[src/hw/rtl/cle_pkg.sv]
// Shared constants, codes and value conversion helpers for the circular list engine.
package cle_pkg;

    // Store geometry.
    localparam int CAPACITY    = 32;
    localparam int DATA_WIDTH  = 32;
    localparam int MAX_RESULTS = 32;
    localparam int IDX_W       = $clog2(CAPACITY);
    localparam int CNT_W       = $clog2(CAPACITY + 1);

    // Operation codes.
    localparam logic [2:0] OP_INS_HEAD = 3'd0;
    localparam logic [2:0] OP_INS_TAIL = 3'd1;
    localparam logic [2:0] OP_INS_POS  = 3'd2;
    localparam logic [2:0] OP_DEL_POS  = 3'd3;
    localparam logic [2:0] OP_DUMP     = 3'd4;

    // Status codes.
    localparam logic [1:0] ST_OK    = 2'd0;
    localparam logic [1:0] ST_FULL  = 2'd1;
    localparam logic [1:0] ST_EMPTY = 2'd2;
    localparam logic [1:0] ST_RANGE = 2'd3;

    // Kind of the operation in flight.
    localparam logic [1:0] K_HEAD = 2'd0;
    localparam logic [1:0] K_TAIL = 2'd1;
    localparam logic [1:0] K_MID  = 2'd2;
    localparam logic [1:0] K_DEL  = 2'd3;

    // Low DATA_WIDTH bits of the sign-extended 32-bit input word.
    function automatic logic [DATA_WIDTH-1:0] to_store(input logic signed [31:0] v);
        logic [DATA_WIDTH-1:0] s;
        for (int i = 0; i < DATA_WIDTH; i++)
        begin
            s[i] = (i < 32) ? v[i] : v[31];
        end
        return s;
    endfunction

    // Stored word sign-extended (or cut) back to the 32-bit element field.
    function automatic logic signed [31:0] to_element(input logic [DATA_WIDTH-1:0] s);
        logic signed [31:0] e;
        for (int i = 0; i < 32; i++)
        begin
            e[i] = (i < DATA_WIDTH) ? s[i] : s[DATA_WIDTH-1];
        end
        return e;
    endfunction

endpackage

[src/hw/rtl/cle_ram.sv]
// Generic single-port-write, single-port-read RAM with a registered read.
module cle_ram #(
    parameter int WIDTH = 8,
    parameter int DEPTH = 16
) (
    input  logic                     clk,
    input  logic                     we,
    input  logic [$clog2(DEPTH)-1:0] waddr,
    input  logic [WIDTH-1:0]         wdata,
    input  logic [$clog2(DEPTH)-1:0] raddr,
    output logic [WIDTH-1:0]         rdata
);

    logic [WIDTH-1:0] mem [DEPTH];

    // Write port and registered read port.
    always_ff @(posedge clk)
    begin
        if (we)
        begin
            mem[waddr] <= wdata;
        end
        rdata <= mem[raddr];
    end

endmodule

[src/hw/rtl/circular_list_engine_core.sv]
// Circular singly linked list engine: node store, free chain and operation sequencer.
//
// Usage: drive operation, value and position and raise start; the item is taken at a
// rising edge where start is high and busy is low. Results come back on element,
// status, length and last, each valid for exactly one cycle while done is high.
// Insert and delete give one status beat; a dump gives one beat per node from the
// head (at most 32), with last set on the final one; an empty dump gives one beat
// with the empty status. The receiver cannot stall, so results are never held.
// Rejected items, single-node deletes and unused codes give their beat in the cycle
// after acceptance. Head and tail inserts pass through S_FREE_RD and, unless the list
// was empty, S_LINK_W; a head delete through S_DEL_HEAD and S_FREE_W. An insert inside
// the list passes S_FREE_RD, the link walk and S_LINK_W, a delete behind the head the
// walk, S_DEL_CUR and S_FREE_W; the walk reads one link from the link memory per cycle.
// A dump reads both memories once per node, one node per cycle.
// The block is busy for the whole operation and takes the next item once busy drops.
// Reset empties the list, puts every node on the free chain through per-entry link
// valid bits, and clears the sequencer; the value memory needs no clearing.
module circular_list_engine_core (
    input  logic               clk,
    input  logic               rst_n,
    input  logic               start,
    output logic               busy,
    input  logic [2:0]         operation,
    input  logic signed [31:0] value,
    input  logic [7:0]         position,
    output logic               done,
    output logic signed [31:0] element,
    output logic [1:0]         status,
    output logic [5:0]         length,
    output logic               last
);

    localparam int IDX_W = cle_pkg::IDX_W;
    localparam int CNT_W = cle_pkg::CNT_W;

    // Sequencer states.
    localparam logic [2:0] S_IDLE     = 3'd0;
    localparam logic [2:0] S_FREE_RD  = 3'd1;
    localparam logic [2:0] S_WALK     = 3'd2;
    localparam logic [2:0] S_LINK_W   = 3'd3;
    localparam logic [2:0] S_DEL_HEAD = 3'd4;
    localparam logic [2:0] S_DEL_CUR  = 3'd5;
    localparam logic [2:0] S_FREE_W   = 3'd6;
    localparam logic [2:0] S_DUMP     = 3'd7;

    logic [2:0]       state_reg, state_next;
    logic [IDX_W-1:0] head_reg, head_next;
    logic [IDX_W-1:0] tail_reg, tail_next;
    logic [IDX_W-1:0] free_reg, free_next;
    logic [CNT_W-1:0] count_reg, count_next;
    logic [1:0]       kind_reg, kind_next;
    logic [IDX_W-1:0] ptr_reg, ptr_next;
    logic [IDX_W-1:0] steps_reg, steps_next;
    logic [IDX_W-1:0] node_reg, node_next;
    logic [CNT_W-1:0] remain_reg, remain_next;
    logic [IDX_W-1:0] rd_addr_reg;
    logic             link_valid_reg [cle_pkg::CAPACITY];

    logic               done_reg, done_next;
    logic signed [31:0] element_reg, element_next;
    logic [1:0]         status_reg, status_next;
    logic [5:0]         length_reg, length_next;
    logic               last_reg, last_next;

    // Memory ports.
    logic                            lk_we, lk_re;
    logic [IDX_W-1:0]                lk_waddr, lk_wdata, lk_raddr, lk_rdata;
    logic                            vl_we;
    logic [IDX_W-1:0]                vl_waddr, vl_raddr;
    logic [cle_pkg::DATA_WIDTH-1:0]  vl_wdata, vl_rdata;

    logic [IDX_W-1:0] link_rd;
    logic [IDX_W-1:0] rd_succ;

    cle_ram #(
        .WIDTH (IDX_W),
        .DEPTH (cle_pkg::CAPACITY)
    ) u_link_ram (
        .clk   (clk),
        .we    (lk_we),
        .waddr (lk_waddr),
        .wdata (lk_wdata),
        .raddr (lk_raddr),
        .rdata (lk_rdata)
    );

    cle_ram #(
        .WIDTH (cle_pkg::DATA_WIDTH),
        .DEPTH (cle_pkg::CAPACITY)
    ) u_value_ram (
        .clk   (clk),
        .we    (vl_we),
        .waddr (vl_waddr),
        .wdata (vl_wdata),
        .raddr (vl_raddr),
        .rdata (vl_rdata)
    );

    // A link never written since reset still holds its free-chain successor.
    assign rd_succ = (rd_addr_reg == IDX_W'(cle_pkg::CAPACITY - 1)) ? '0
                                                                      : rd_addr_reg + IDX_W'(1);
    assign link_rd = link_valid_reg[rd_addr_reg] ? lk_rdata : rd_succ;

    // Sequencer next-state and memory control.
    always_comb
    begin
        logic             emit;
        logic [1:0]       emit_status;
        logic             emit_last;
        logic signed [31:0] emit_elem;

        state_next  = state_reg;
        head_next   = head_reg;
        tail_next   = tail_reg;
        free_next   = free_reg;
        count_next  = count_reg;
        kind_next   = kind_reg;
        ptr_next    = ptr_reg;
        steps_next  = steps_reg;
        node_next   = node_reg;
        remain_next = remain_reg;

        lk_we    = 1'b0;
        lk_re    = 1'b0;
        lk_waddr = node_reg;
        lk_wdata = '0;
        lk_raddr = '0;
        vl_we    = 1'b0;
        vl_waddr = free_reg;
        vl_wdata = cle_pkg::to_store(value);
        vl_raddr = '0;

        emit        = 1'b0;
        emit_status = cle_pkg::ST_OK;
        emit_last   = 1'b1;
        emit_elem   = '0;

        unique case (state_reg)
            S_IDLE:
            begin
                if (start)
                begin
                    unique case (operation) inside
                        cle_pkg::OP_INS_HEAD, cle_pkg::OP_INS_TAIL, cle_pkg::OP_INS_POS:
                        begin
                            if (operation == cle_pkg::OP_INS_POS && position == 8'd0)
                            begin
                                emit        = 1'b1;
                                emit_status = cle_pkg::ST_RANGE;
                            end
                            else if (count_reg >= CNT_W'(cle_pkg::CAPACITY))
                            begin
                                emit        = 1'b1;
                                emit_status = cle_pkg::ST_FULL;
                            end
                            else
                            begin
                                // Claim the free head: store the value, fetch its successor.
                                node_next  = free_reg;
                                vl_we      = 1'b1;
                                lk_re      = 1'b1;
                                lk_raddr   = free_reg;
                                steps_next = IDX_W'(position - 8'd2);
                                state_next = S_FREE_RD;
                                if (operation == cle_pkg::OP_INS_HEAD ||
                                    (operation == cle_pkg::OP_INS_POS && position == 8'd1))
                                begin
                                    kind_next = cle_pkg::K_HEAD;
                                end
                                else if (operation == cle_pkg::OP_INS_TAIL ||
                                         position > 8'(count_reg))
                                begin
                                    kind_next = cle_pkg::K_TAIL;
                                end
                                else
                                begin
                                    kind_next = cle_pkg::K_MID;
                                end
                            end
                        end
                        cle_pkg::OP_DEL_POS:
                        begin
                            if (count_reg == '0)
                            begin
                                emit        = 1'b1;
                                emit_status = cle_pkg::ST_EMPTY;
                            end
                            else if (position == 8'd0 || position > 8'(count_reg))
                            begin
                                emit        = 1'b1;
                                emit_status = cle_pkg::ST_RANGE;
                            end
                            else if (count_reg == CNT_W'(1))
                            begin
                                // The only node goes back to the free chain.
                                lk_we      = 1'b1;
                                lk_waddr   = head_reg;
                                lk_wdata   = free_reg;
                                free_next  = head_reg;
                                head_next  = '0;
                                tail_next  = '0;
                                count_next = '0;
                                emit       = 1'b1;
                            end
                            else if (position == 8'd1)
                            begin
                                lk_re      = 1'b1;
                                lk_raddr   = head_reg;
                                node_next  = head_reg;
                                state_next = S_DEL_HEAD;
                            end
                            else
                            begin
                                lk_re      = 1'b1;
                                lk_raddr   = head_reg;
                                ptr_next   = head_reg;
                                steps_next = IDX_W'(position - 8'd2);
                                kind_next  = cle_pkg::K_DEL;
                                state_next = S_WALK;
                            end
                        end
                        cle_pkg::OP_DUMP:
                        begin
                            if (count_reg == '0)
                            begin
                                emit        = 1'b1;
                                emit_status = cle_pkg::ST_EMPTY;
                            end
                            else
                            begin
                                lk_re       = 1'b1;
                                lk_raddr    = head_reg;
                                vl_raddr    = head_reg;
                                remain_next = (8'(count_reg) > 8'(cle_pkg::MAX_RESULTS))
                                              ? CNT_W'(cle_pkg::MAX_RESULTS) : count_reg;
                                state_next  = S_DUMP;
                            end
                        end
                        default:
                        begin
                            emit = 1'b1;
                        end
                    endcase
                end
            end
            S_FREE_RD:
            begin
                free_next = link_rd;
                if (kind_reg == cle_pkg::K_MID)
                begin
                    lk_re      = 1'b1;
                    lk_raddr   = head_reg;
                    ptr_next   = head_reg;
                    state_next = S_WALK;
                end
                else
                begin
                    lk_we    = 1'b1;
                    lk_waddr = node_reg;
                    lk_wdata = (count_reg == '0) ? node_reg : head_reg;
                    if (count_reg == '0)
                    begin
                        head_next  = node_reg;
                        tail_next  = node_reg;
                        count_next = count_reg + CNT_W'(1);
                        emit       = 1'b1;
                        state_next = S_IDLE;
                    end
                    else
                    begin
                        state_next = S_LINK_W;
                    end
                end
            end
            S_WALK:
            begin
                // One link per cycle; the read data of the last step is link(prev).
                if (steps_reg == '0)
                begin
                    if (kind_reg == cle_pkg::K_DEL)
                    begin
                        node_next  = link_rd;
                        lk_re      = 1'b1;
                        lk_raddr   = link_rd;
                        state_next = S_DEL_CUR;
                    end
                    else
                    begin
                        lk_we      = 1'b1;
                        lk_waddr   = node_reg;
                        lk_wdata   = link_rd;
                        state_next = S_LINK_W;
                    end
                end
                else
                begin
                    ptr_next   = link_rd;
                    steps_next = steps_reg - IDX_W'(1);
                    lk_re      = 1'b1;
                    lk_raddr   = link_rd;
                end
            end
            S_LINK_W:
            begin
                // Hook the new node in behind the tail or behind prev.
                lk_we      = 1'b1;
                lk_waddr   = (kind_reg == cle_pkg::K_MID) ? ptr_reg : tail_reg;
                lk_wdata   = node_reg;
                count_next = count_reg + CNT_W'(1);
                if (kind_reg == cle_pkg::K_HEAD)
                begin
                    head_next = node_reg;
                end
                if (kind_reg == cle_pkg::K_TAIL)
                begin
                    tail_next = node_reg;
                end
                emit       = 1'b1;
                state_next = S_IDLE;
            end
            S_DEL_HEAD:
            begin
                head_next  = link_rd;
                lk_we      = 1'b1;
                lk_waddr   = tail_reg;
                lk_wdata   = link_rd;
                state_next = S_FREE_W;
            end
            S_DEL_CUR:
            begin
                lk_we    = 1'b1;
                lk_waddr = ptr_reg;
                lk_wdata = link_rd;
                if (node_reg == tail_reg)
                begin
                    tail_next = ptr_reg;
                end
                state_next = S_FREE_W;
            end
            S_FREE_W:
            begin
                lk_we      = 1'b1;
                lk_waddr   = node_reg;
                lk_wdata   = free_reg;
                free_next  = node_reg;
                count_next = count_reg - CNT_W'(1);
                emit       = 1'b1;
                state_next = S_IDLE;
            end
            S_DUMP:
            begin
                // One node per cycle: value and link of the node read last cycle.
                emit        = 1'b1;
                emit_elem   = cle_pkg::to_element(vl_rdata);
                emit_last   = (remain_reg == CNT_W'(1));
                lk_re       = 1'b1;
                lk_raddr    = link_rd;
                vl_raddr    = link_rd;
                remain_next = remain_reg - CNT_W'(1);
                if (remain_reg == CNT_W'(1))
                begin
                    state_next = S_IDLE;
                end
            end
            default:
            begin
                state_next = S_IDLE;
            end
        endcase

        done_next    = emit;
        element_next = emit_elem;
        status_next  = emit_status;
        last_next    = emit_last;
        length_next  = 6'(count_next);
    end

    // Control registers.
    always_ff @(posedge clk or negedge rst_n)
    begin
        if (!rst_n)
        begin
            state_reg  <= S_IDLE;
            head_reg   <= '0;
            tail_reg   <= '0;
            free_reg   <= '0;
            count_reg  <= '0;
            kind_reg   <= cle_pkg::K_HEAD;
            steps_reg  <= '0;
            remain_reg <= '0;
            done_reg   <= 1'b0;
        end
        else
        begin
            state_reg  <= state_next;
            head_reg   <= head_next;
            tail_reg   <= tail_next;
            free_reg   <= free_next;
            count_reg  <= count_next;
            kind_reg   <= kind_next;
            steps_reg  <= steps_next;
            remain_reg <= remain_next;
            done_reg   <= done_next;
        end
    end

    // Link valid bits: set on the first write of each entry.
    always_ff @(posedge clk or negedge rst_n)
    begin
        if (!rst_n)
        begin
            for (int i = 0; i < cle_pkg::CAPACITY; i++)
            begin
                link_valid_reg[i] <= 1'b0;
            end
        end
        else if (lk_we)
        begin
            link_valid_reg[lk_waddr] <= 1'b1;
        end
    end

    // Payload registers.
    always_ff @(posedge clk)
    begin
        ptr_reg     <= ptr_next;
        node_reg    <= node_next;
        rd_addr_reg <= lk_raddr;
        element_reg <= element_next;
        status_reg  <= status_next;
        length_reg  <= length_next;
        last_reg    <= last_next;
    end

    assign busy    = (state_reg != S_IDLE);
    assign done    = done_reg;
    assign element = element_reg;
    assign status  = status_reg;
    assign length  = length_reg;
    assign last    = last_reg;

`ifndef ASSERT_OFF
    // The link memory is never read and written in the same cycle.
    a_no_link_rw: assert property (@(posedge clk) disable iff (!rst_n)
        !(lk_we && lk_re))
        else $error("link memory read and written in the same cycle");

    // Only a dump gives beats that are not the final one.
    a_mid_beat_dump: assert property (@(posedge clk) disable iff (!rst_n)
        (done_reg && !last_reg) |-> (state_reg == S_DUMP))
        else $error("non-final beat outside a dump");

    // A dump of a non-empty list keeps the block busy.
    a_dump_busy: assert property (@(posedge clk) disable iff (!rst_n)
        (start && !busy && operation == cle_pkg::OP_DUMP && count_reg != '0) |=> busy)
        else $error("dump of a non-empty list did not start");

    // The node count stays within the store.
    a_count_cap: assert property (@(posedge clk) disable iff (!rst_n)
        count_reg <= CNT_W'(cle_pkg::CAPACITY))
        else $error("node count above capacity");
`endif

endmodule
[config.mk]
export PLATFORM = sky130hd
export DESIGN_NAME = circular_list_engine_core
export DESIGN_NICKNAME = d
export VERILOG_FILES = /design/src/hw/rtl/cle_pkg.sv /design/src/hw/rtl/cle_ram.sv /design/src/hw/rtl/circular_list_engine_core.sv
export SDC_FILE = /design/constraint.sdc
export NUM_CORES = 2
export LEC_CHECK = 0
export ABC_AREA = 1
export ABC_CLOCK_PERIOD_IN_PS = 8150
export BUFFER_PORTS_ARGS = -buffer_cell sky130_fd_sc_hd__buf_2
export CORE_MARGIN = 4
export CORE_UTILIZATION = 25
export CTS_CLUSTER_SIZE = 14
export DETAILED_ROUTE_END_ITERATION = 7
export GPL_ROUTABILITY_DRIVEN = 0
export PLACE_DENSITY_LB_ADDON = 0.3
export SLEW_MARGIN = 5
export SYNTH_ARGS = -nofsm -noshare
export SYNTH_HDL_FRONTEND = slang
export SYNTH_SLANG_ARGS = --single-unit
[constraint.sdc]
create_clock -name clk -period 8.15 [get_ports clk]
set_input_delay 0.4075 -clock clk [delete_from_list [all_inputs] [get_ports clk]]
set_output_delay 0.4075 -clock clk [all_outputs]
set_load 0.02 [all_outputs]
Yosys cells after proc, flatten, opt, wreduce, memory -nomap -nowiden
Memory sizes are Yosys's and may differ from the RTL's. A register that Yosys moved wholly into a read port is not among the register bits. Cells that the tools add are included.

Add/sub/neg operators: 6. Magnitude comparators: 6. Eq/ne operators: 53. Muxes and demuxes: 162. Bitwise gates (word level): 3. Reductions and logical operators: 35.

Operator list (count): $mux W5 (74); $pmux W5 S4 (4); $mux W6 (11); $pmux W5 S2 (5); $ne A2 B2 Y1 const B (24); $pmux W5 S3 (3); $mux W3 (11); $or A32 B32 Y32 (1); $pmux W5 S6 (1); $reduce_and A10 Y1 (3); $mux W1 (28); $mux W2 (14); $ne A3 B3 Y1 const B (8); $pmux W6 S4 (1); $ge A6 B6 Y1 const B (3); $pmux W3 S6 (1); $reduce_and A9 Y1 (2); $eq A3 B3 Y1 const B (5); $eq A3 B2 Y1 const B (4); $eq A6 B1 Y1 const B (2); $not A5 Y6 (2); $pmux W6 S2 (1); $sub A6 B1 Y6 const B (2); $reduce_and A11 Y1 (1); 39 further kinds (54).

Flip-flop bits (word level): 126. RAM bits: 1184. Input port bits: 46. Word-level logic and storage cells: 315. Memories: 2.

Memories: u_value_ram.mem (depth 32, width 32, rd ports 1, clocked after Yosys merged registers in 1, wr ports 1, RTL line cle_ram.sv:14) `logic [WIDTH-1:0] mem [DEPTH];`; u_link_ram.mem (depth 32, width 5, rd ports 1, clocked after Yosys merged registers in 1, wr ports 1, RTL line cle_ram.sv:14).

Longest topological paths before layout
Depth in word-level cells: 13. Depth in mapped cells: 24. Gate-level depth less buffers: 23.

Hierarchy
From an unflattened synthesis, not the netlist that was laid out.

Cells, all modules: 5115. Area, all modules: 56511.7 um2.

By module, submodules not included: cle_ram at u_value_ram (times used 1, cells each 3536, area an instance 42405.7 um2, seq. area each 31390.1 um2); circular_list_engine_core (times used 1, cells each 984, area an instance 7304.5 um2, seq. area each 2972.9 um2); cle_ram at u_link_ram (times used 1, cells each 595, area an instance 6801.5 um2, seq. area each 4904.7 um2).

Least setup slack after synthesis
No wires, ideal clock.

Path kind: register to register. Start: register state_reg[2]. End: memory u_value_ram.mem[0][0] in the netlist's numbering, enable pin. Setup time: 0.421 ns. Arrival time: 3.093 ns. Required time: 7.729 ns. Slack: 4.635 ns. Cell stages (with the launch flop): 11. Path buffers: 1. Period minus slack after synthesis: 3.515 ns. Cell sequence: dfrtp_1 > buf_2 > nor2_1 > inv_1 > nor2_2 > inv_1 > nor2_2 > inv_1 > nor2_1 > nand3_1 > nor2_1.

Cells in the longest elaborated chain, start to end: 4.

RTL lines: start: declaration (RTL line circular_list_engine_core.sv:46) `logic [2:0] state_reg, state_next;`; start signal: assignment (RTL line circular_list_engine_core.sv:395) `state_reg <= state_next;`; $logic_not A3 Y1 (RTL line circular_list_engine_core.sv:138) `unique case (state_reg)`; $mux W1 (RTL line circular_list_engine_core.sv:138); $mux W1 (RTL line cle_ram.sv:19) `if (we)`; $mux W1 (not written as such) (RTL line cle_ram.sv:21) `mem[waddr] <= wdata;`; end: declaration (RTL line cle_ram.sv:14).

Every way passes these cells.

Final worst setup path
Start: register rd_addr_reg[0]. End: register u_value_ram.rdata[22] (read register of u_value_ram.mem).

Cells in the longest elaborated chain, start to end: 6. Elaborated cells on any way between the ends: 9.

RTL lines: start: declaration (RTL line circular_list_engine_core.sv:56) `logic [IDX_W-1:0] rd_addr_reg;`; start signal: assignment (RTL line circular_list_engine_core.sv:428) `rd_addr_reg <= lk_raddr;`; $not A5 Y6 (not written as such) (RTL line circular_list_engine_core.sv:102) `assign link_rd = link_valid_reg[rd_addr_reg] ? lk_rdata : rd_succ;`; $bmux W1 S5 (RTL line circular_list_engine_core.sv:102); $mux W1 (not written as such) (2 in series) (RTL line circular_list_engine_core.sv:102); $mux W5 * (RTL line circular_list_engine_core.sv:102); $pmux W5 S2 * (RTL line circular_list_engine_core.sv:138); end: declaration (RTL line cle_ram.sv:11) `output logic [WIDTH-1:0] rdata`.

Every way passes the cells marked *; elsewhere a longest branch is shown, timed or not. The select of a mux whose other input is x is not followed. A chain may end at the register's enable or synchronous reset.

==> metrics.txt <==
CTS Buf Count 144; async set-or-reset flop fraction in the synthesized netlist 0.0520; first-pass GRT wire length 253 mm; part of the cycle the worst path needs 0.642; VDD IR max 0.169 mV; post-CTS sizing 0; DR DRC count 0; gr ovfl total 0; RSZ-0062 raised after global routing false; I/O Pins 89; htree depth 4; Post-CTS Setup Inserts 0; DR WL/cell 21.0 um; DP Wirelength 93.2 mm; largest register by flop count u_value_ram.mem; Post-synth EDFFs 1,194; Worst slew margin 0.153; outcome finished clean; clk_skew 0.0615 ns; Initial Util 0.252; synthesized instance count 5,087; layout cells sized above 1 0.0908; register bit total from synthesis 1,347; clock sink count 1,347; Hold Vio Cnt, Final 0; vias in the first global route 36,825; Core Box Area 0.228 mm^2; Max Slew Vio Count 0; library cells used by synthesis 59; Setup crit start kind flip-flop; max incr delay on CP 0.88 ns; largest registers u_value_ram.mem (1024), u_link_ram.mem (160); setup TNS 0 ns; Final Non-Filler Cells 8,260; 1st-iter DRT viols 3,638; Syn Nets 5,148; buffers added on ports 88; Die Span Y 487 um; Lkg Pwr 23.9 nW; number of max-cap violations 0; All-Layer GR Usage 0.143; Final WS setup 2.91 ns; CTS root buffer clkbuf_16; pin count of the biggest net entering global routing 208; CTS tree built; routed via count 38,425; worst skew pair latency 0.79 ns; Die Wd 487 um; Total Nets Final 5,185; crit path time final 5.24 ns; Synth-to-Final Area Change 14.4%; worst-path fanout max 207; pre-CTS setup slack 2.88 ns; dominant synthesized flop cell edfxtp_1; Via density 4.65; Cell Count Post-Placement 7,985; CP required 8.88 ns; Synth Area per Inst 11.3 um^2; total wire length 173 mm; fin util 0.288; CP cell instances inv_4 > nand2_1 > nand3_1 > nand3_1 > nand2_1 > nand2_1 > nand3_2 > nand2_4 > nand2_1 > nand2_2 > nand2_4 > nand2_8 > buf_12 > buf_4 > or2_1 > nand3_1 > nand3_1 > nand3_1 > nand2_1 > nand2_1 > nand2_1; max reg flops 1,024; sequential share of the synthesized area 0.683; Mapped Area 0.0575 mm^2; Max Fclk 0.191 GHz; Power Dens Cells 287 mW/mm^2; site row count 175; full die area 0.238 mm^2; Hold Buf Count CTS 2; Yosys Warn Count 0; critical path's most frequent cell nand2_1; Critical Path Sink Type flip-flop; initial antenna violation count 13; HP Class in2reg; Slew @ Worst Pin 1.27 ns; crit path max-delay cell type dfxtp_1; post-route ant nets 0; reg2reg setup slack 2.91 ns; clk buf depth 3; Clock transition at path regs 0.06 ns; critical path type reg2reg; WP data arrival 5.96 ns; TritonRoute pass-1 iters 6; endpoints failing setup 0
cell usage after synthesis, drive strengths merged (3+ instances only):
cell type  number  share of area
nand2        1071          0.071
nor3           14         0.0012
o221ai         11         0.0017
ha             15         0.0033
inv           638          0.042
nand3         627          0.055
a21oi          37         0.0033
or2           160          0.017
edfxtp       1194           0.62
xor2            4        0.00061
dfxtp          83          0.029
a22oi           3        0.00039
a2111oi         3        0.00057
o2111ai         3        0.00046
o211ai        391          0.051
clkinv          4        0.00026
nand3b         33         0.0043
o21ai          89         0.0078
nor2          234          0.016
clkbuf         66         0.0044
buf           212          0.023
o22ai           9        0.00098
dfrtp          70          0.030
nand4          91          0.010
a211oi          4        0.00052
critical path: cells and delay by family (launching register included):
family	cells	cell delay (ns)
buf+inv	3	1.54
flops	1	0.88
simple gates	18	2.58
path summary, 6_finish.rpt:
path | startpoint | to | cells after the start
hold reg to reg | u_value_ram.rdata[22]$_DFF_P_ | element[22]$_SDFF_PN0_ | 2
setup reg to reg | rd_addr_reg[0]$_DFF_P_ | u_value_ram.rdata[22]$_DFF_P_ | 21
hold / removal | position[1] | steps_reg[1]$_DFFE_PN0P_ | 4
max in group asynchronous | rst_n | count_reg[2]$_DFF_PN0_ | 2
setup / recovery | rd_addr_reg[0]$_DFF_P_ | u_value_ram.rdata[22]$_DFF_P_ | 21
min in group asynchronous | rst_n | link_valid_reg[1]$_DFFE_PN0P_ | 2
power breakdown:
part           leakage (nW)  total, mW  switching [mW]  internal (mW)
sequential             12.3       8.35           0.250           8.10
combinational          9.36       4.03            2.98           1.05
clock                  2.25       6.46            2.81           3.65
per-stage QoR:
step	hold slack (ns)	area [um^2]	total power [mW]
floorplan	0.112	57500	11.0
global placement	0.407	61100	12.5
detailed placement	0.400	61100	12.5
CTS	0.00185	65700	19.0
global route	0.0660	65700	19.8
finish	0.0676	65800	18.9
layer usage:
metal | share of wire | track usage
met5 | 0.00021 | 0
met4 | 0.027 | 0.0393
met3 | 0.073 | 0.0317
met2 | 0.44 | 0.218
met1 | 0.46 | 0.203
cell families (layout without fill, tap and decap cells):
| kind of cell | count (synthesis) | in the layout | share of synthesized area |
|---|---|---|---|
| XOR/XNOR | 6 | 6 | 0.000915 |
| flip-flops | 1347 | 1347 | 0.683 |
| adder cells (fa/ha/maj) | 15 | 15 | 0.00327 |
| buffers and inverters | 920 | 1076 | 0.0690 |
| other | 0 | 8 | 0 |
| AND/OR/NAND/NOR | 2237 | 2237 | 0.175 |
| AO/OA/AOI/OAI | 562 | 562 | 0.0686 |
layout make-up:
type                            count  area, um^2
Clock inverter                     70         692
Clock buffer                      195        3940
Multi-Input combinational cell   2820       14600
Antenna cell                        8        20.0
Inverter                          642        2430
Timing Repair Buffer              169        1080
Tap cell                         3009        3760
Sequential cell                  1347       39300
Fill cell                       23347      162000
placed cells by master, fill, tap and decap left out, types with 27 or more instances in the layout:
cell and count:
edfxtp_1 1194, clkbuf_1 40, o211ai_1 391, buf_4 78, dfrtp_1 70, nor2_4 34
or2_2 37, a21oi_1 36, o21ai_0 82, nand2_1 1067, buf_2 87, or2_1 97
nor2_1 196, nand3_1 621, dfxtp_1 83, inv_1 627, clkbuf_16 147, nand4_1 90
nand3b_1 33, clkinv_1 27
No activity file was read; power rests on OpenSTA's default activity.
